--- config.mk ---
export PLATFORM = sky130hd
export DESIGN_NAME = playfair_digraph_cipher_core_flat
export DESIGN_NICKNAME = d
export VERILOG_FILES = /design/src/pfc_pkg.sv /design/src/pfc_in_if.sv /design/src/pfc_out_if.sv /design/src/pfc_square.sv /design/src/pfc_rule.sv /design/src/playfair_digraph_cipher_core.sv /design/src/flat_wrapper.sv
export VERILOG_INCLUDE_DIRS = /design/src /design/src/src
export SDC_FILE = /design/constraint.sdc
export NUM_CORES = 1
export LEC_CHECK = 0
export BUFFER_PORTS_ARGS = -buffer_cell sky130_fd_sc_hd__buf_2
export CORE_ASPECT_RATIO = 1.5
export CORE_MARGIN = 8
export CORE_UTILIZATION = 30
export DETAILED_ROUTE_END_ITERATION = 16
export HOLD_SLACK_MARGIN = 0.1
export SETUP_SLACK_MARGIN = 0.02
export SYNTH_ARGS = -nofsm -noshare
export SYNTH_HDL_FRONTEND = slang
export SYNTH_SLANG_ARGS = --single-unit
--- constraint.sdc ---
create_clock -name clk -period 5.2 [get_ports clk]
set_input_delay 1.04 -clock clk [delete_from_list [all_inputs] [get_ports clk]]
set_output_delay 1.04 -clock clk [all_outputs]
set_load 0.02 [all_outputs]
--- src/playfair_digraph_cipher_core_assert.svh ---
// assertion macros for the playfair digraph cipher core
// expects clk and rst_n in the scope of each use
`ifndef PLAYFAIR_DIGRAPH_CIPHER_CORE_ASSERT_SVH
`define PLAYFAIR_DIGRAPH_CIPHER_CORE_ASSERT_SVH
`ifndef ASSERT_OFF
`define PFC_ASSERT_IMP(lbl, ante, cons) \
  lbl: assert property (@(posedge clk) disable iff (!rst_n) (ante) |-> (cons)) \
    else $error("pfc assertion failed");
`define PFC_ASSERT_NXT(lbl, ante, cons) \
  lbl: assert property (@(posedge clk) disable iff (!rst_n) (ante) |=> (cons)) \
    else $error("pfc assertion failed");
`else
`define PFC_ASSERT_IMP(lbl, ante, cons)
`define PFC_ASSERT_NXT(lbl, ante, cons)
`endif
`endif

--- src/pfc_pkg.sv ---
// shared types, constants and helpers for the playfair digraph cipher core
// no dependencies
package pfc_pkg;

  localparam int unsigned AlphaSize   = 26;
  localparam int unsigned SquareCells = 25;
  localparam int unsigned SquareSide  = 5;

  typedef logic [4:0] letter_t;
  typedef logic [4:0] cell_t;
  typedef logic [2:0] coord_t;
  typedef logic [2:0] opcode_t;

  localparam letter_t LetI = letter_t'(8);
  localparam letter_t LetJ = letter_t'(9);
  localparam letter_t LetQ = letter_t'(16);
  localparam letter_t LetX = letter_t'(23);
  localparam letter_t LastLetter = letter_t'(AlphaSize - 1);
  localparam cell_t   FullCount  = cell_t'(SquareCells);
  localparam coord_t  LastCoord  = coord_t'(SquareSide - 1);

  typedef enum logic [2:0] {
    OP_START_KEY  = 3'd0,
    OP_KEY_LETTER = 3'd1,
    OP_FINISH_KEY = 3'd2,
    OP_PLAIN      = 3'd3,
    OP_END_MSG    = 3'd4
  } op_t;

  typedef enum logic [2:0] {
    ST_IDLE,
    ST_FILL,
    ST_POS_B,
    ST_RULE,
    ST_SQ_A,
    ST_EMIT_A,
    ST_EMIT_B
  } state_t;

  // row and column of a letter in the square
  typedef struct packed {
    coord_t row;
    coord_t col;
  } pos_t;

  typedef struct packed {
    logic    clear;
    logic    place_en;
    letter_t place_let;
    logic    pos_rd_en;
    letter_t pos_rd_let;
    logic    sq_rd_en;
    cell_t   sq_rd_cell;
  } sq_req_t;

  typedef struct packed {
    logic    full;
    pos_t    pos_q;
    letter_t sq_q;
  } sq_rsp_t;

  function automatic coord_t inc_coord(coord_t c);
    return (c == LastCoord) ? coord_t'(0) : coord_t'(c + coord_t'(1));
  endfunction

  function automatic cell_t cell_index(coord_t r, coord_t c);
    return cell_t'({r, 2'b00}) + cell_t'({2'b00, r}) + cell_t'({2'b00, c});
  endfunction

  function automatic letter_t fold_j(letter_t l);
    return (l == LetJ) ? LetI : l;
  endfunction

  function automatic letter_t filler_for(letter_t l);
    return (l == LetX) ? LetQ : LetX;
  endfunction

endpackage

--- src/pfc_in_if.sv ---
// input item channel of the playfair digraph cipher core
// depends on pfc_pkg
interface pfc_in_if;
  logic                valid;
  logic                ready;
  pfc_pkg::opcode_t    operation;
  pfc_pkg::letter_t    letter;

  modport source (output valid, output operation, output letter, input ready);
  modport sink   (input valid, input operation, input letter, output ready);
endinterface

--- src/pfc_out_if.sv ---
// result item channel of the playfair digraph cipher core
// depends on pfc_pkg
interface pfc_out_if;
  logic                valid;
  logic                ready;
  pfc_pkg::letter_t    cipher_letter;
  logic                pair_end;

  modport source (output valid, output cipher_letter, output pair_end, input ready);
  modport sink   (input valid, input cipher_letter, input pair_end, output ready);
endinterface

--- src/pfc_square.sv ---
// key square storage: cell memory, letter position memory, used mask, fill count
// depends on pfc_pkg
module pfc_square (
  input  logic              clk,
  input  logic              rst_n,
  input  pfc_pkg::sq_req_t  req,
  output pfc_pkg::sq_rsp_t  rsp
);

  pfc_pkg::letter_t sq_mem  [pfc_pkg::SquareCells];
  pfc_pkg::pos_t    pos_mem [pfc_pkg::AlphaSize];

  logic [pfc_pkg::AlphaSize-1:0] used_r, used_nxt;
  pfc_pkg::cell_t   fill_cnt_r, fill_cnt_nxt;
  pfc_pkg::coord_t  fill_row_r, fill_row_nxt;
  pfc_pkg::coord_t  fill_col_r, fill_col_nxt;
  pfc_pkg::pos_t    pos_q_r;
  pfc_pkg::letter_t sq_q_r;

  logic full;
  logic let_ok;
  logic let_used;
  logic place_ok;

  assign full     = (fill_cnt_r == pfc_pkg::FullCount);
  assign let_ok   = (req.place_let < pfc_pkg::letter_t'(pfc_pkg::AlphaSize));
  assign let_used = let_ok ? used_r[req.place_let] : 1'b1;
  assign place_ok = req.place_en && let_ok && !let_used && !full;

  always_comb begin
    used_nxt     = used_r;
    fill_cnt_nxt = fill_cnt_r;
    fill_row_nxt = fill_row_r;
    fill_col_nxt = fill_col_r;
    if (req.clear) begin
      used_nxt     = '0;
      fill_cnt_nxt = '0;
      fill_row_nxt = '0;
      fill_col_nxt = '0;
    end else if (place_ok) begin
      used_nxt[req.place_let] = 1'b1;
      fill_cnt_nxt = pfc_pkg::cell_t'(fill_cnt_r + pfc_pkg::cell_t'(1));
      // next cell in row-major order
      if (fill_col_r == pfc_pkg::LastCoord) begin
        fill_col_nxt = '0;
        fill_row_nxt = pfc_pkg::coord_t'(fill_row_r + pfc_pkg::coord_t'(1));
      end else begin
        fill_col_nxt = pfc_pkg::coord_t'(fill_col_r + pfc_pkg::coord_t'(1));
      end
    end
  end

  always_ff @(posedge clk) begin
    if (!rst_n) begin
      used_r     <= '0;
      fill_cnt_r <= '0;
      fill_row_r <= '0;
      fill_col_r <= '0;
    end else begin
      used_r     <= used_nxt;
      fill_cnt_r <= fill_cnt_nxt;
      fill_row_r <= fill_row_nxt;
      fill_col_r <= fill_col_nxt;
    end
  end

  always_ff @(posedge clk) begin
    if (place_ok && !req.clear) begin
      sq_mem[fill_cnt_r]     <= req.place_let;
      pos_mem[req.place_let] <= '{row: fill_row_r, col: fill_col_r};
    end
    if (req.pos_rd_en) begin
      pos_q_r <= pos_mem[req.pos_rd_let];
    end
    if (req.sq_rd_en) begin
      sq_q_r <= sq_mem[req.sq_rd_cell];
    end
  end

  assign rsp.full  = full;
  assign rsp.pos_q = pos_q_r;
  assign rsp.sq_q  = sq_q_r;

endmodule

--- src/pfc_rule.sv ---
// digraph rule unit: same column, same row or rectangle, gives the two target cells
// depends on pfc_pkg
module pfc_rule (
  input  pfc_pkg::pos_t  pa,
  input  pfc_pkg::pos_t  pb,
  output pfc_pkg::cell_t na,
  output pfc_pkg::cell_t nb
);

  always_comb begin
    if (pa.col == pb.col) begin
      na = pfc_pkg::cell_index(pfc_pkg::inc_coord(pa.row), pa.col);
      nb = pfc_pkg::cell_index(pfc_pkg::inc_coord(pb.row), pb.col);
    end else if (pa.row == pb.row) begin
      na = pfc_pkg::cell_index(pa.row, pfc_pkg::inc_coord(pa.col));
      nb = pfc_pkg::cell_index(pb.row, pfc_pkg::inc_coord(pb.col));
    end else begin
      na = pfc_pkg::cell_index(pa.row, pb.col);
      nb = pfc_pkg::cell_index(pb.row, pa.col);
    end
  end

endmodule

--- src/playfair_digraph_cipher_core.sv ---
// playfair digraph cipher core, top level with the item sequencer
// depends on pfc_pkg, pfc_in_if, pfc_out_if, pfc_square, pfc_rule and the assert header
//
// usage:
//   in_ch carries one item per handshake: an operation code and a letter (A=0..Z=25).
//   a key is loaded as start key, key letters, finish key; plaintext letters follow
//   and end of message flushes an odd last letter padded with X (Q after an X).
//   out_ch gives cipher letters two per pair, pair_end high on the second one.
// sequencing:
//   start key, key letter, a plaintext letter that only waits for its partner, an
//   ignored item: ready again in the next cycle.
//   finish key: the fill sweep takes one alphabet letter per cycle, placing it
//   unless it is J or already used; in_ch is not ready until the sweep ends.
//   an item that completes a pair: two position reads and two cell reads, all on
//   the single read port of each key memory, via POS_B, RULE (registers results),
//   SQ_A, EMIT_A (first letter to out_ch) and EMIT_B (second letter, pair_end).
// reset: rst_n (synchronous) empties the square and drops any waiting letter; the
//   memories keep old contents, which are never read before a new key fills them.
// stall: a low out_ready freezes the sequencer in its emit state; the output
//   register keeps the letter, and a new item is taken while the last letter waits.
`include "playfair_digraph_cipher_core_assert.svh"

module playfair_digraph_cipher_core (
  input  logic             clk,
  input  logic             rst_n,
  pfc_in_if.sink           in_ch,
  pfc_out_if.source        out_ch
);

  pfc_pkg::state_t  state_r, state_nxt;
  pfc_pkg::sq_req_t sq_req;
  pfc_pkg::sq_rsp_t sq_rsp;

  // waiting plaintext letter
  logic             pend_valid_r, pend_valid_nxt;
  pfc_pkg::letter_t pend_let_r, pend_let_nxt;

  // pair operands and rule results
  pfc_pkg::letter_t b_let_r, b_let_nxt;
  pfc_pkg::pos_t    pa_r, pa_nxt;
  pfc_pkg::cell_t   na_r, na_nxt;
  pfc_pkg::cell_t   nb_r, nb_nxt;
  pfc_pkg::cell_t   rule_na, rule_nb;

  // fill sweep letter
  pfc_pkg::letter_t sweep_r, sweep_nxt;
  logic             sweep_last;

  // output register
  logic             out_valid_r, out_valid_nxt;
  pfc_pkg::letter_t out_let_r, out_let_nxt;
  logic             out_end_r, out_end_nxt;
  logic             out_free;
  logic             out_load;

  logic             in_fire;
  pfc_pkg::letter_t in_let;
  logic             in_let_ok;

  assign in_fire    = in_ch.valid && (state_r == pfc_pkg::ST_IDLE);
  assign in_let     = pfc_pkg::fold_j(in_ch.letter);
  assign in_let_ok  = (in_let < pfc_pkg::letter_t'(pfc_pkg::AlphaSize));
  assign out_free   = !out_valid_r || out_ch.ready;
  assign sweep_last = (state_r == pfc_pkg::ST_FILL) && (sweep_r == pfc_pkg::LastLetter);

  pfc_square u_square (
    .clk   (clk),
    .rst_n (rst_n),
    .req   (sq_req),
    .rsp   (sq_rsp)
  );

  pfc_rule u_rule (
    .pa (pa_r),
    .pb (sq_rsp.pos_q),
    .na (rule_na),
    .nb (rule_nb)
  );

  // sequencer: next state, memory requests, pending letter and output loads
  always_comb begin
    state_nxt      = state_r;
    sq_req         = '0;
    pend_valid_nxt = pend_valid_r;
    pend_let_nxt   = pend_let_r;
    b_let_nxt      = b_let_r;
    pa_nxt         = pa_r;
    na_nxt         = na_r;
    nb_nxt         = nb_r;
    sweep_nxt      = sweep_r;
    out_load       = 1'b0;
    out_let_nxt    = out_let_r;
    out_end_nxt    = out_end_r;

    unique case (state_r)
      pfc_pkg::ST_IDLE: begin
        if (in_fire) begin
          unique case (in_ch.operation)
            pfc_pkg::OP_START_KEY: begin
              sq_req.clear   = 1'b1;
              pend_valid_nxt = 1'b0;
              pend_let_nxt   = '0;
            end
            pfc_pkg::OP_KEY_LETTER: begin
              sq_req.place_en  = 1'b1;
              sq_req.place_let = in_let;
            end
            pfc_pkg::OP_FINISH_KEY: begin
              sweep_nxt = '0;
              state_nxt = pfc_pkg::ST_FILL;
            end
            pfc_pkg::OP_PLAIN: begin
              if (in_let_ok && sq_rsp.full) begin
                if (!pend_valid_r) begin
                  pend_valid_nxt = 1'b1;
                  pend_let_nxt   = in_let;
                end else if (pend_let_r == in_let) begin
                  // doubled letter: pair with a filler, the letter keeps waiting
                  sq_req.pos_rd_en  = 1'b1;
                  sq_req.pos_rd_let = in_let;
                  b_let_nxt         = pfc_pkg::filler_for(in_let);
                  state_nxt         = pfc_pkg::ST_POS_B;
                end else begin
                  sq_req.pos_rd_en  = 1'b1;
                  sq_req.pos_rd_let = pend_let_r;
                  b_let_nxt         = in_let;
                  pend_valid_nxt    = 1'b0;
                  state_nxt         = pfc_pkg::ST_POS_B;
                end
              end
            end
            pfc_pkg::OP_END_MSG: begin
              if (pend_valid_r && sq_rsp.full) begin
                sq_req.pos_rd_en  = 1'b1;
                sq_req.pos_rd_let = pend_let_r;
                b_let_nxt         = pfc_pkg::filler_for(pend_let_r);
                pend_valid_nxt    = 1'b0;
                state_nxt         = pfc_pkg::ST_POS_B;
              end
            end
            default: begin
              // unused operation codes are dropped
            end
          endcase
        end
      end
      pfc_pkg::ST_FILL: begin
        // J never enters the square
        sq_req.place_en  = (sweep_r != pfc_pkg::LetJ);
        sq_req.place_let = sweep_r;
        if (sweep_r == pfc_pkg::LastLetter) begin
          state_nxt = pfc_pkg::ST_IDLE;
        end else begin
          sweep_nxt = pfc_pkg::letter_t'(sweep_r + pfc_pkg::letter_t'(1));
        end
      end
      pfc_pkg::ST_POS_B: begin
        pa_nxt            = sq_rsp.pos_q;
        sq_req.pos_rd_en  = 1'b1;
        sq_req.pos_rd_let = b_let_r;
        state_nxt         = pfc_pkg::ST_RULE;
      end
      pfc_pkg::ST_RULE: begin
        na_nxt    = rule_na;
        nb_nxt    = rule_nb;
        state_nxt = pfc_pkg::ST_SQ_A;
      end
      pfc_pkg::ST_SQ_A: begin
        sq_req.sq_rd_en   = 1'b1;
        sq_req.sq_rd_cell = na_r;
        state_nxt         = pfc_pkg::ST_EMIT_A;
      end
      pfc_pkg::ST_EMIT_A: begin
        if (out_free) begin
          out_load          = 1'b1;
          out_let_nxt       = sq_rsp.sq_q;
          out_end_nxt       = 1'b0;
          sq_req.sq_rd_en   = 1'b1;
          sq_req.sq_rd_cell = nb_r;
          state_nxt         = pfc_pkg::ST_EMIT_B;
        end
      end
      pfc_pkg::ST_EMIT_B: begin
        if (out_free) begin
          out_load    = 1'b1;
          out_let_nxt = sq_rsp.sq_q;
          out_end_nxt = 1'b1;
          state_nxt   = pfc_pkg::ST_IDLE;
        end
      end
      default: begin
        state_nxt = pfc_pkg::ST_IDLE;
      end
    endcase

    if (out_load) begin
      out_valid_nxt = 1'b1;
    end else if (out_ch.ready) begin
      out_valid_nxt = 1'b0;
    end else begin
      out_valid_nxt = out_valid_r;
    end
  end

  always_ff @(posedge clk) begin
    if (!rst_n) begin
      state_r      <= pfc_pkg::ST_IDLE;
      pend_valid_r <= 1'b0;
      pend_let_r   <= '0;
      out_valid_r  <= 1'b0;
    end else begin
      state_r      <= state_nxt;
      pend_valid_r <= pend_valid_nxt;
      pend_let_r   <= pend_let_nxt;
      out_valid_r  <= out_valid_nxt;
    end
  end

  // payload registers
  always_ff @(posedge clk) begin
    b_let_r   <= b_let_nxt;
    pa_r      <= pa_nxt;
    na_r      <= na_nxt;
    nb_r      <= nb_nxt;
    sweep_r   <= sweep_nxt;
    out_let_r <= out_let_nxt;
    out_end_r <= out_end_nxt;
  end

  assign in_ch.ready          = (state_r == pfc_pkg::ST_IDLE);
  assign out_ch.valid         = out_valid_r;
  assign out_ch.cipher_letter = out_let_r;
  assign out_ch.pair_end      = out_end_r;

  // a pair is only worked on with a complete square
  `PFC_ASSERT_IMP(a_pair_needs_full_square, state_r == pfc_pkg::ST_POS_B, sq_rsp.full)
  // the fill sweep always ends with all cells taken
  `PFC_ASSERT_NXT(a_sweep_fills_square, sweep_last, sq_rsp.full)
  // the second letter of a pair is shown with pair_end set
  `PFC_ASSERT_NXT(a_second_letter_marked, (state_r == pfc_pkg::ST_EMIT_B) && out_load, out_ch.valid && out_ch.pair_end)

endmodule

--- src/flat_wrapper.sv ---
// flat-port wrapper written by rule: the top's interface ports become plain ports
module playfair_digraph_cipher_core_flat 
  (clk, rst_n, in_ch_valid, in_ch_operation, in_ch_letter, in_ch_ready, out_ch_valid, out_ch_cipher_letter, out_ch_pair_end, out_ch_ready);
  pfc_in_if in_ch_i ();
  pfc_out_if out_ch_i ();
  input  logic clk;
  input  logic rst_n;
  input wire logic [$bits(in_ch_i.valid)-1:0] in_ch_valid;
  input wire logic [$bits(in_ch_i.operation)-1:0] in_ch_operation;
  input wire logic [$bits(in_ch_i.letter)-1:0] in_ch_letter;
  output wire logic [$bits(in_ch_i.ready)-1:0] in_ch_ready;
  output wire logic [$bits(out_ch_i.valid)-1:0] out_ch_valid;
  output wire logic [$bits(out_ch_i.cipher_letter)-1:0] out_ch_cipher_letter;
  output wire logic [$bits(out_ch_i.pair_end)-1:0] out_ch_pair_end;
  input wire logic [$bits(out_ch_i.ready)-1:0] out_ch_ready;
  assign in_ch_i.valid = in_ch_valid;
  assign in_ch_i.operation = in_ch_operation;
  assign in_ch_i.letter = in_ch_letter;
  assign in_ch_ready = in_ch_i.ready;
  assign out_ch_valid = out_ch_i.valid;
  assign out_ch_cipher_letter = out_ch_i.cipher_letter;
  assign out_ch_pair_end = out_ch_i.pair_end;
  assign out_ch_i.ready = out_ch_ready;
  playfair_digraph_cipher_core u_core (.clk(clk), .rst_n(rst_n), .in_ch(in_ch_i), .out_ch(out_ch_i));
endmodule
# Yosys cells after proc, flatten, opt, wreduce, memory -nomap -nowiden
# Memory sizes are Yosys's and may differ from the RTL's. A register that Yosys moved wholly into a read port is not among the register bits.
# Cells that the tools add are included.
# op_classes
reduce_logical,31
magnitude_cmp,4
div,0
bitwise,2
n_eq_ne,38
muxes,65
n_mul,0
addsub,18
shifts,0
# ops
cell,n
5-bit 2-to-1 mux,15
5-bit by 3-bit adder with 5-bit output,10
6-bit one-hot mux with 2 select lines,4
3-bit 2-to-1 mux,14
6-bit 2-to-1 mux,5
5-bit one-hot mux with 2 select lines,3
"3-bit == test, second input constant",9
26-bit OR,1
3-bit one-hot mux with 7 select lines,1
"5-bit == test, second input constant",4
"3-bit by 1-bit adder with 3-bit output, second input constant",6
1-bit 2-to-1 mux,17
"2-bit by 1-bit != test with 1-bit output, second input constant",7
13-bit 2-to-1 mux,1
"3-bit by 2-bit == test with 1-bit output, second input constant",4
"5-bit by 1-bit adder with 5-bit output, second input constant",2
"5-bit < comparator, second input constant",2
5-bit AND reduction,2
2-bit nonzero test,5
"3-bit by 2-bit != test with 1-bit output, second input constant",3
3-bit one-hot mux with 3 select lines,1
1-bit logical AND,8
8-bit AND reduction,1
"3-bit by 1-bit == test with 1-bit output, second input constant",2
other kinds (22),31
# word_totals
wordCells,176
latch_bits,0
ff_bits,79
ram_bits,281
out_inout_bits,8
memories,2
mem_bits_ro,0
# memory_table
name,depth,width,read_ports,rd_ports_with_merged_regs,wr,line_no,rtl
u_core.u_square.pos_mem,26,6,1,1,1,pfc_square.sv:11,pfc_pkg::pos_t pos_mem [pfc_pkg::AlphaSize];
u_core.u_square.sq_mem,25,5,1,1,1,pfc_square.sv:10,pfc_pkg::letter_t sq_mem [pfc_pkg::SquareCells];

# Longest topological paths before layout
# Gate-level depths: netlist (run 1).
# logic_depth
word_depth,18
ltp_mapped,13
depth_no_buf,12

# Modules after synthesis
# From an unflattened synthesis (run 1), not the netlist that was laid out.
# hier_totals
cells_unflattened,1057
hier_area_um2,16868.7
# modules_own_cells
module,seq_area_each_um2,area_each_um2,instances,cells_each
pfc_square,9509.1,13479.2,1,701
playfair_digraph_cipher_core,1161.1,2322.2,1,226
pfc_rule,0.0,1067.3,1,130

# Least setup slack after synthesis (run 1)
# Ideal clock, no wire load.
# synth_timing
kind,input-to-reg
startpoint,input port in_ch_letter[2]
endpoint,memory u_core.u_square.pos_mem[22][0] (netlist bit) (enable)
stages,11
path_buffers,3
arrival_time_ns,4.077
setup_time_ns,0.379
path_slack_ns,0.744
path_cell_list,clkbuf_1 -> nor4b_1 -> nor2_1 -> a22oi_2 -> buf_6 -> mux2_1 -> a221oi_1 -> o22ai_1 -> or3_4 -> buf_2 -> nor3_1
# synth_via
elab_chain_cells,14
elab_cells_between_ends,16
cone_classes,order compare: 1; eq/ne: 1; mux: 9; reduce/logical: 5
# synth_lines
item,line_no,rtl
"start, declared",flat_wrapper.sv:10,input wire logic [$bits(in_ch_i.letter)-1:0] in_ch_letter;
5-bit by 4-bit == test with 1-bit output,pfc_pkg.sv:71,return (l == LetJ) ? LetI : l;
5-bit 2-to-1 mux *,pfc_pkg.sv:71,
6-bit 2-to-1 mux *,playfair_digraph_cipher_core.sv:98,unique case (in_ch.operation)
13-bit 2-to-1 mux *,playfair_digraph_cipher_core.sv:97,if (in_fire) begin
6-bit one-hot mux with 2 select lines *,playfair_digraph_cipher_core.sv:95,unique case (state_r)
1-bit binary-select mux with 5-bit select,pfc_square.sv:27,assign let_used = let_ok ? used_r[req.place_let] : 1'b1;
1-bit 2-to-1 mux (not written as such),pfc_square.sv:27,
1-bit 2-to-1 mux,pfc_square.sv:27,
1-bit logical NOT,pfc_square.sv:28,assign place_ok = req.place_en && let_ok && !let_used && !full;
1-bit logical AND (2 in series),pfc_square.sv:28,
1-bit logical AND,pfc_square.sv:68,if (place_ok && !req.clear) begin
1-bit 2-to-1 mux,pfc_square.sv:68,
1-bit 2-to-1 mux (not written as such),pfc_square.sv:70,"pos_mem[req.place_let] <= '{row: fill_row_r, col: fill_col_r};"
"end, declared",pfc_square.sv:11,
# Every way passes the cells marked *; elsewhere a longest branch is shown, timed or not. The select of a mux whose other input is x is not followed.

# Worst setup path after layout (run 1)
# layout_timing
startpoint,register u_core.state_r[2]
endpoint,memory u_core.u_square.sq_mem[11][2] (netlist bit) (enable)
# layout_via
elab_chain_cells,13
elab_cells_between_ends,18
cone_classes,order compare: 1; eq/ne: 1; mux: 8; reduce/logical: 8
# layout_lines
item,line_no,rtl
"start, declared",playfair_digraph_cipher_core.sv:30,"pfc_pkg::state_t state_r, state_nxt;"
"start signal, assigned",playfair_digraph_cipher_core.sv:207,state_r <= pfc_pkg::ST_IDLE;
"start signal, assigned",playfair_digraph_cipher_core.sv:212,state_r <= state_nxt;
3-bit logical NOT,"playfair_digraph_cipher_core.sv:60, playfair_digraph_cipher_core.sv:95",
1-bit logical AND,playfair_digraph_cipher_core.sv:60,assign in_fire = in_ch.valid && (state_r == pfc_pkg::ST_IDLE);
13-bit 2-to-1 mux,playfair_digraph_cipher_core.sv:97,
6-bit one-hot mux with 2 select lines,playfair_digraph_cipher_core.sv:95,
1-bit binary-select mux with 5-bit select,pfc_square.sv:27,
1-bit 2-to-1 mux (not written as such),pfc_square.sv:27,
1-bit 2-to-1 mux,pfc_square.sv:27,
1-bit logical NOT,pfc_square.sv:28,
1-bit logical AND (2 in series),pfc_square.sv:28,
1-bit logical AND *,pfc_square.sv:68,
1-bit 2-to-1 mux *,pfc_square.sv:68,
1-bit 2-to-1 mux (not written as such) *,pfc_square.sv:69,sq_mem[fill_cnt_r] <= req.place_let;
"end, declared",pfc_square.sv:10,
# Marks and branches as above.

==> flow_summary.json, run 1 <==
{
  "status": "finished clean",
  "wl_per_cell_um": 19.4,
  "fin_crit_sh_pct": 81.5,
  "rsz0062_at_grt": "false",
  "cts_made_buffers": 31,
  "place_congestion": 0.886,
  "num_rows": 106,
  "async_flop_share_pct": 0,
  "synth_edf_count": 324,
  "crit_fanout": 15,
  "synth_cell_types": 69,
  "drc_errors": 0,
  "holdBufCountCts": 0,
  "initial_utilization_pct": 30.2,
  "synth_cells": 1284,
  "ff2ff_setup_slack_ns": 0.96,
  "die_area_mm2": 0.0639,
  "cp-start-kind": "flop",
  "drt.antenna.violating_nets": 0,
  "register_area_mm2": 0.0107,
  "post_dp_cell_area_mm2": 0.0180,
  "place_ws_ns": 0.376,
  "hold_violations": 0,
  "drt_iter0_drc": 709,
  "critPathBufInv": 0,
  "p_leak_nw": 6.73,
  "crit_top_cell": "nor2_1",
  "synthesis.nets": 1341,
  "clkLatencyLatePin_ns": 0.60,
  "finalCriticalPeriod_ns": 4.24,
  "grt_pass1_vias": 10600,
  "syn_avg_cell_area_um2": 13.1,
  "fmax_mhz": 236,
  "final_area_mm2": 0.0190,
  "setup_slack_ns": 0.963,
  "regToRegStartpoint": "u_core.state_r[2]",
  "area_growth_pct": 13.3,
  "tightest_slew_ns": 1.13,
  "power.switching_mw": 2.31,
  "clockBufferDepth": 3,
  "reg2reg_depth": 9,
  "internal_power_mw": 5.46,
  "htree_levels": 1,
  "fin_skew_ns": 0.0149,
  "max-slew-margin-rel_pct": 23.5,
  "clockPowerShare_pct": 29.8,
  "cap_violations": 0,
  "gr-total-overflow": 0,
  "crit_arrival_ns": 4.49,
  "grt_start_max_net_pins": 42,
  "powerDensity_mw_per_mm2": 409,
  "use_met2_pct": 23.8,
  "netlist_area_mm2": 0.0168,
  "holdPathEnd": "u_core.out_ch.cipher_letter[4]",
  "avgViaCountPerCell": 5.08,
  "p_seq_share_pct": 46.5,
  "yosysWarnings": 0,
  "critPathMaxStageDelay_ns": 0.78,
  "clock_sinks": 371,
  "dp_hpwl_mm": 28.2,
  "grt_pass1_wl_mm": 60.8,
  "p_comb_share_pct": 23.7,
  "ys_ff_latch": 371,
  "cts_resized": 0,
  "die_w_um": 209,
  "fin_nets": 1381,
  "core_region_area_mm2": 0.0556,
  "drtPass1Iterations": 5,
  "min_from": "u_core.u_square.sq_q_r[4]",
  "slowest_stage": "or4b_1",
  "antenna_found_initial": 4,
  "tns_ns": 0,
  "min_path_cells": 0,
  "setup_violations": 0,
  "vias": 10400,
  "gr-usage-met3_pct": 1.78,
  "crit_family": "simple AND/OR/NAND/NOR gates",
  "io_buffers": 19,
  "irDropWorstVdd_uv": 232,
  "cts_tree": "done",
  "busiest_layer": "met2",
  "hold_class": "reg2reg",
  "grt_util_met1_pct": 12.3,
  "slew_violations": 0,
  "clk_pin_slew_ns": 0.07,
  "swShare_pct": 29.7,
  "multi_input_area_mm2": 0.00570,
  "path_cells": "or4b_1 > o31ai_1 > or2_2 > nor2_1 > a222oi_1 > o22ai_1 > nor3_2 > nand2_1 > nor2_1",
  "die_h_um": 306,
  "r2r_end": "u_core.u_square.sq_mem[11][2]",
  "top_level_ports": 20,
  "final_layout_size_suffix_gt1_share_pct": 13.1,
  "worstSetupPathType": "reg2reg",
  "critPathRequiredTime_ns": 5.45,
  "finalWirelength_mm": 39.7,
  "grtUsageTotal_pct": 12.1,
  "synth_ff_type": "edfxtp_1",
  "n_fill_cell": 5302,
  "yosysSeqAreaShare_pct": 63.6,
  "root_buffer": "clkbuf_16",
  "end_kind": "flop",
  "cts_setup_buffers": 0
}
worst max path at each step:
stage                      start                              to  slack, ns  cells after the start
4_1_cts        u_core.state_r[2]   u_core.u_square.sq_mem[11][2]       0.95                      9
6_report       u_core.state_r[2]   u_core.u_square.sq_mem[11][2]       0.96                      9
3_5_place_dp         in_ch_valid   u_core.u_square.sq_mem[11][4]       0.38                     10
3_3_place_gp         in_ch_valid   u_core.u_square.pos_mem[9][5]       0.50                      9
2_1_floorplan    in_ch_letter[2]  u_core.u_square.pos_mem[22][0]       0.74                     11
5_1_grt        u_core.state_r[2]    u_core.u_square.sq_mem[7][0]       0.64                      9
power groups by stage:
stage	combinational [mW]	clock, mW	sequential, mW
floorplan	1.34	0	3.64
global placement	1.84	0	3.67
detailed placement	1.87	0	3.68
CTS	1.88	2.35	3.61
global route	2.05	2.46	3.63
finish	1.84	2.31	3.61
stage by stage:
step                util [%]  std cells  power (mW)  hold WS (ns)
CTS                     34.2       2050        7.84         0.425
global route            34.2       2050        8.13         0.437
detailed placement      32.4       1993        5.55         0.410
finish                  34.2       2051        7.77         0.423
global placement        32.4       1993        5.51         0.405
floorplan                  -       1284        4.97         0.400
cell type report:
type | count | share of cell area, %
clock inverter | 16 | 0.784
inverter | 33 | 0.652
multi-input combinational | 803 | 30.0
antenna | 1 | 0.0132
sequential | 371 | 56.2
clock buffer | 41 | 4.50
tap | 702 | 4.62
timing repair buffer | 84 | 3.27
layout by cell type (no fill, tap or decap), drive strengths merged, types with 10 or more instances in the layout:
cell type and instances:
ha 39, mux4 11, a211oi 32, inv 36, dfxtp 47, o211ai 33
clkbuf 41, clkinv 11, nor2 57, o21ai 28, nand3 54, a31oi 12
o21a 42, nand2 118, xor2 13, mux2i 61, edfxtp 324, nand3b 34
mux2 10, xnor2 15, buf 84, and2 11, a21oi 50, nor3 44
nor2b 10
state kept, by name, indices dropped and copies added (netlist names), 6 cells and up:
signal                   flops
u_core.u_square.sq_mem     125
u_core.u_square.used_r      26
u_core.u_square.rsp          6
u_core.u_square.pos_mem    156
u_core.pa_r                  6
Yosys cell counts, drive strengths merged, types with 5 or more instances:
library cell / count / area, µm²
a21o: 9 / 67.6
and2: 11 / 68.8
clkbuf: 59 / 221
a21oi: 50 / 250
nand3: 54 / 270
nand3b: 34 / 255
mux4: 11 / 248
inv: 33 / 124
and3: 9 / 56.3
fa: 6 / 120
xnor2: 15 / 131
buf: 18 / 97.6
a22o: 5 / 43.8
o221ai: 5 / 43.8
o211ai: 33 / 248
o21ai: 28 / 140
or3: 9 / 61.3
mux2i: 61 / 611
nand2: 118 / 443
a311oi: 5 / 43.8
nor3: 44 / 287
mux2: 10 / 113
nor2: 57 / 214
nand2b: 7 / 43.8
xor2: 13 / 114
a22oi: 9 / 72.6
a21boi: 6 / 45.0
nor2b: 10 / 62.6
o31ai: 7 / 52.6
dfxtp: 47 / 941
a211oi: 32 / 240
o22ai: 5 / 31.3
o21a: 42 / 315
ha: 39 / 488
edfxtp: 324 / 9730
a31oi: 12 / 75.1
metal layers:
metal / part of all wire [%] / routed length [µm] / up-vias
li1: - / - / 4965
met1: 36 / 14500 / 5122
met2: 55 / 21700 / 257
met3: 4.4 / 1760 / 78
met4: 4.3 / 1720 / 4
met5: 0.068 / 27 / -
worst reg2reg max path, stage by stage, from the launching register on:
cell and delay, ns:
dfxtp_1 0.45, or4b_1 0.78, o31ai_1 0.53, or2_2 0.22, nor2_1 0.09, a222oi_1 0.33, o22ai_1 0.20, nor3_2 0.39
nand2_1 0.43, nor2_1 0.48
logic make-up after synthesis:
family,Yosys count,synth area share [%]
compound gates,271,11.2
xor+xnor,28,1.46
fa+ha+maj,45,3.63
buf+inv,110,2.64
flops,371,63.6
mux,82,5.79
simple gates,377,11.6
Power figures use the tool's default switching activity.
==> run 2, diff against run 1 <==
- ABC_AREA: unset -> 1
- clock period: 5.2 -> 3.8 ns (I/O delays scaled with it)
==> flow_summary.json, run 2 <==
{
  "ys_ff_latch": 371,
  "synth_top_area_share_pct": 56.8,
  "root_buffer": "clkbuf_16",
  "yosysSeqAreaShare_pct": 62.3,
  "reg2reg_depth": 16,
  "avgViaCountPerCell": 4.95,
  "irDropWorstVdd_uv": 414,
  "grtUsageTotal_pct": 13.0,
  "initial_utilization_pct": 30.3,
  "worstSetupPathType": "reg2reg",
  "drtPass1Iterations": 7,
  "final_layout_size_suffix_gt1_share_pct": 11.7,
  "grt_pass1_vias": 12200,
  "antenna_found_initial": 0,
  "hold_class": "reg2reg",
  "io_buffers": 19,
  "tightest_slew_ns": 0.863,
  "wl_per_cell_um": 17.5,
  "netlist_top_cells_area": "edfxtp_1 57%, nand2_1 7.7%, nand3_1 6.2%, dfxtp_1 5.5%, o211ai_1 3.7%",
  "critPathRequiredTime_ns": 3.97,
  "synth_edf_count": 324,
  "setup_violations": 0,
  "hold_violations": 0,
  "holdBufCountCts": 0,
  "tns_ns": 0,
  "finalWirelength_mm": 43.2,
  "crit_arrival_ns": 3.57,
  "vias": 12200,
  "synth_ff_type": "edfxtp_1",
  "top_register": "u_core.u_square.pos_mem",
  "clk_pin_slew_ns": 0.07,
  "grt_start_max_net_pins": 61,
  "ys_top_cells_by_count": "351 x nand2_1, 324 x edfxtp_1, 214 x nand3_1",
  "end_kind": "flop",
  "crit_fanout": 11,
  "drt_iter0_drc": 805,
  "place_congestion": 0.862,
  "final_common_cell": "nand2_1",
  "yosysMostFrequentCell": "nand2_1",
  "gr-total-overflow": 0,
  "cp-start-kind": "flop",
  "cts_tree": "done",
  "rsz0062_at_grt": "false",
  "yosys.area.top_type": "edfxtp_1",
  "largest_reg_flops": 156,
  "die_w_um": 211,
  "netlist_area_mm2": 0.0171,
  "fin_crit_sh_pct": 89.4,
  "die_h_um": 309,
  "cts_resized": 0,
  "area_growth_pct": 13.8,
  "slew_violations": 0,
  "num_rows": 107,
  "powerDensity_mw_per_mm2": 589,
  "syn_avg_cell_area_um2": 10.4,
  "async_flop_share_pct": 0,
  "fin_skew_ns": 0.0166,
  "clock_sinks": 371,
  "p_leak_nw": 7.02,
  "layout_common_cells": "351 x nand2_1, 324 x edfxtp_1, 214 x nand3_1, 153 x nor2_1, 90 x inv_1",
  "drt.antenna.violating_nets": 0,
  "final_util_pct": 34.4,
  "cap_violations": 0,
  "cts_setup_buffers": 0,
  "finalCriticalPeriod_ns": 3.40,
  "grt_pass1_wl_mm": 66.6,
  "min_path_cells": 0,
  "status": "finished clean",
  "synth_cell_types": 40,
  "top_level_ports": 20,
  "synth_cells": 1642,
  "fin_nets": 1744,
  "clkLatencyLatePin_ns": 0.53,
  "largestRegisters": "u_core.u_square.pos_mem: 156 flops, u_core.u_square.sq_mem: 125 flops, u_core.u_square.used_r: 26 flops",
  "cts_made_buffers": 34,
  "core_region_area_mm2": 0.0566,
  "n_fill_cell": 5585,
  "clockBufferDepth": 3,
  "n_antenna_cell": 0,
  "drc_errors": 0,
  "holdWs_ns": 0.421,
  "die_area_mm2": 0.0652,
  "dp_hpwl_mm": 30.2,
  "max-slew-margin-rel_pct": 42.4,
  "synthesis.nets": 1699,
  "fmax_mhz": 294,
  "yosysWarnings": 0,
  "htree_levels": 2
}
[run 2: cell count changes after synthesis, sizes merged, moves of 41 or more]
cell,previous run,this run
or2,4,48
nor2,57,158
o211ai,33,85
mux2i,61,0
nand2,118,362
inv,33,94
nand3,54,216
o21a,42,1
[run 2: cell type report]
type | count | area (µm²) | area share, %
flip-flops and latches | 371 | 10700 | 54.7
multi-input cells | 1104 | 5800 | 29.7
inverters | 101 | 379 | 1.94
clock inverters | 22 | 278 | 1.42
well taps | 763 | 955 | 4.89
repair buffers | 75 | 541 | 2.77
clock buffers | 38 | 887 | 4.55
[run 2: power breakdown]
group	leakage (nW)	internal [mW]	switching [mW]	total (mW)
Combinational	2.97	0.868	2.01	2.88
Sequential	3.47	4.82	0.177	5.00
Clock	0.575	2.11	1.49	3.60
Total	7.02	7.80	3.68	11.5
[run 2: stage by stage]
stage               cell area [µm²]  instances  total power [mW]  setup slack [ns]
floorplan                     17100       1642              6.97             0.226
global placement              18300       2414              7.91             0.281
detailed placement            18300       2414              7.97             0.252
CTS                           19500       2474              11.6             0.407
global route                  19500       2474              12.0            0.0924
finish                        19500       2474              11.5             0.403
[run 2: worst paths after layout]
check                                                from  slack (ns)                        endpoint
worst max-delay path                    u_core.state_r[1]        0.40  u_core.u_square.pos_mem[18][2]
worst max register to register          u_core.state_r[1]        0.40  u_core.u_square.pos_mem[18][2]
worst min register to register  u_core.u_square.sq_q_r[2]        0.42  u_core.out_ch.cipher_letter[2]
worst min-delay path            u_core.u_square.sq_q_r[2]        0.42  u_core.out_ch.cipher_letter[2]
[run 2: cell families (layout without fill, tap and decap cells)]
logic type | count (synthesis) | count (layout) | synth area share, %
and+or+nand+nor | 815 | 815 | 20.8
DFF | 371 | 371 | 62.3
AOI/OAI and AO/OA | 221 | 221 | 8.22
buffers and inverters | 167 | 236 | 3.97
adders and majority gates | 45 | 45 | 3.55
xor gates and xnor gates | 23 | 23 | 1.18
[run 2: layer usage]
| metal | vias to the layer above | GRT usage, % | wire (µm) |
|---|---|---|---|
| met3 | 115 | 1.70 | 2280 |
| met2 | 390 | 23.5 | 22000 |
| met1 | 5874 | 14.8 | 16900 |
| li1 | 5862 | - | - |
| met4 | 0 | 6.77 | 2030 |
| met5 | - | 0 | 0 |
[run 2: critical path, cell delays in order, from the launching register on]
cell and delay, ns:
dfxtp_1 0.35, clkinv_1 0.27, nand3_2 0.27, inv_1 0.17, nand2_1 0.11, nand2_1 0.11, nand2_1 0.19, nand2_1 0.08
nand2_1 0.07, nand2_1 0.05, a21oi_1 0.13, nand2_1 0.10, nor2_4 0.12, nand2_2 0.06, inv_2 0.23, nand2_2 0.24
nor2_1 0.47
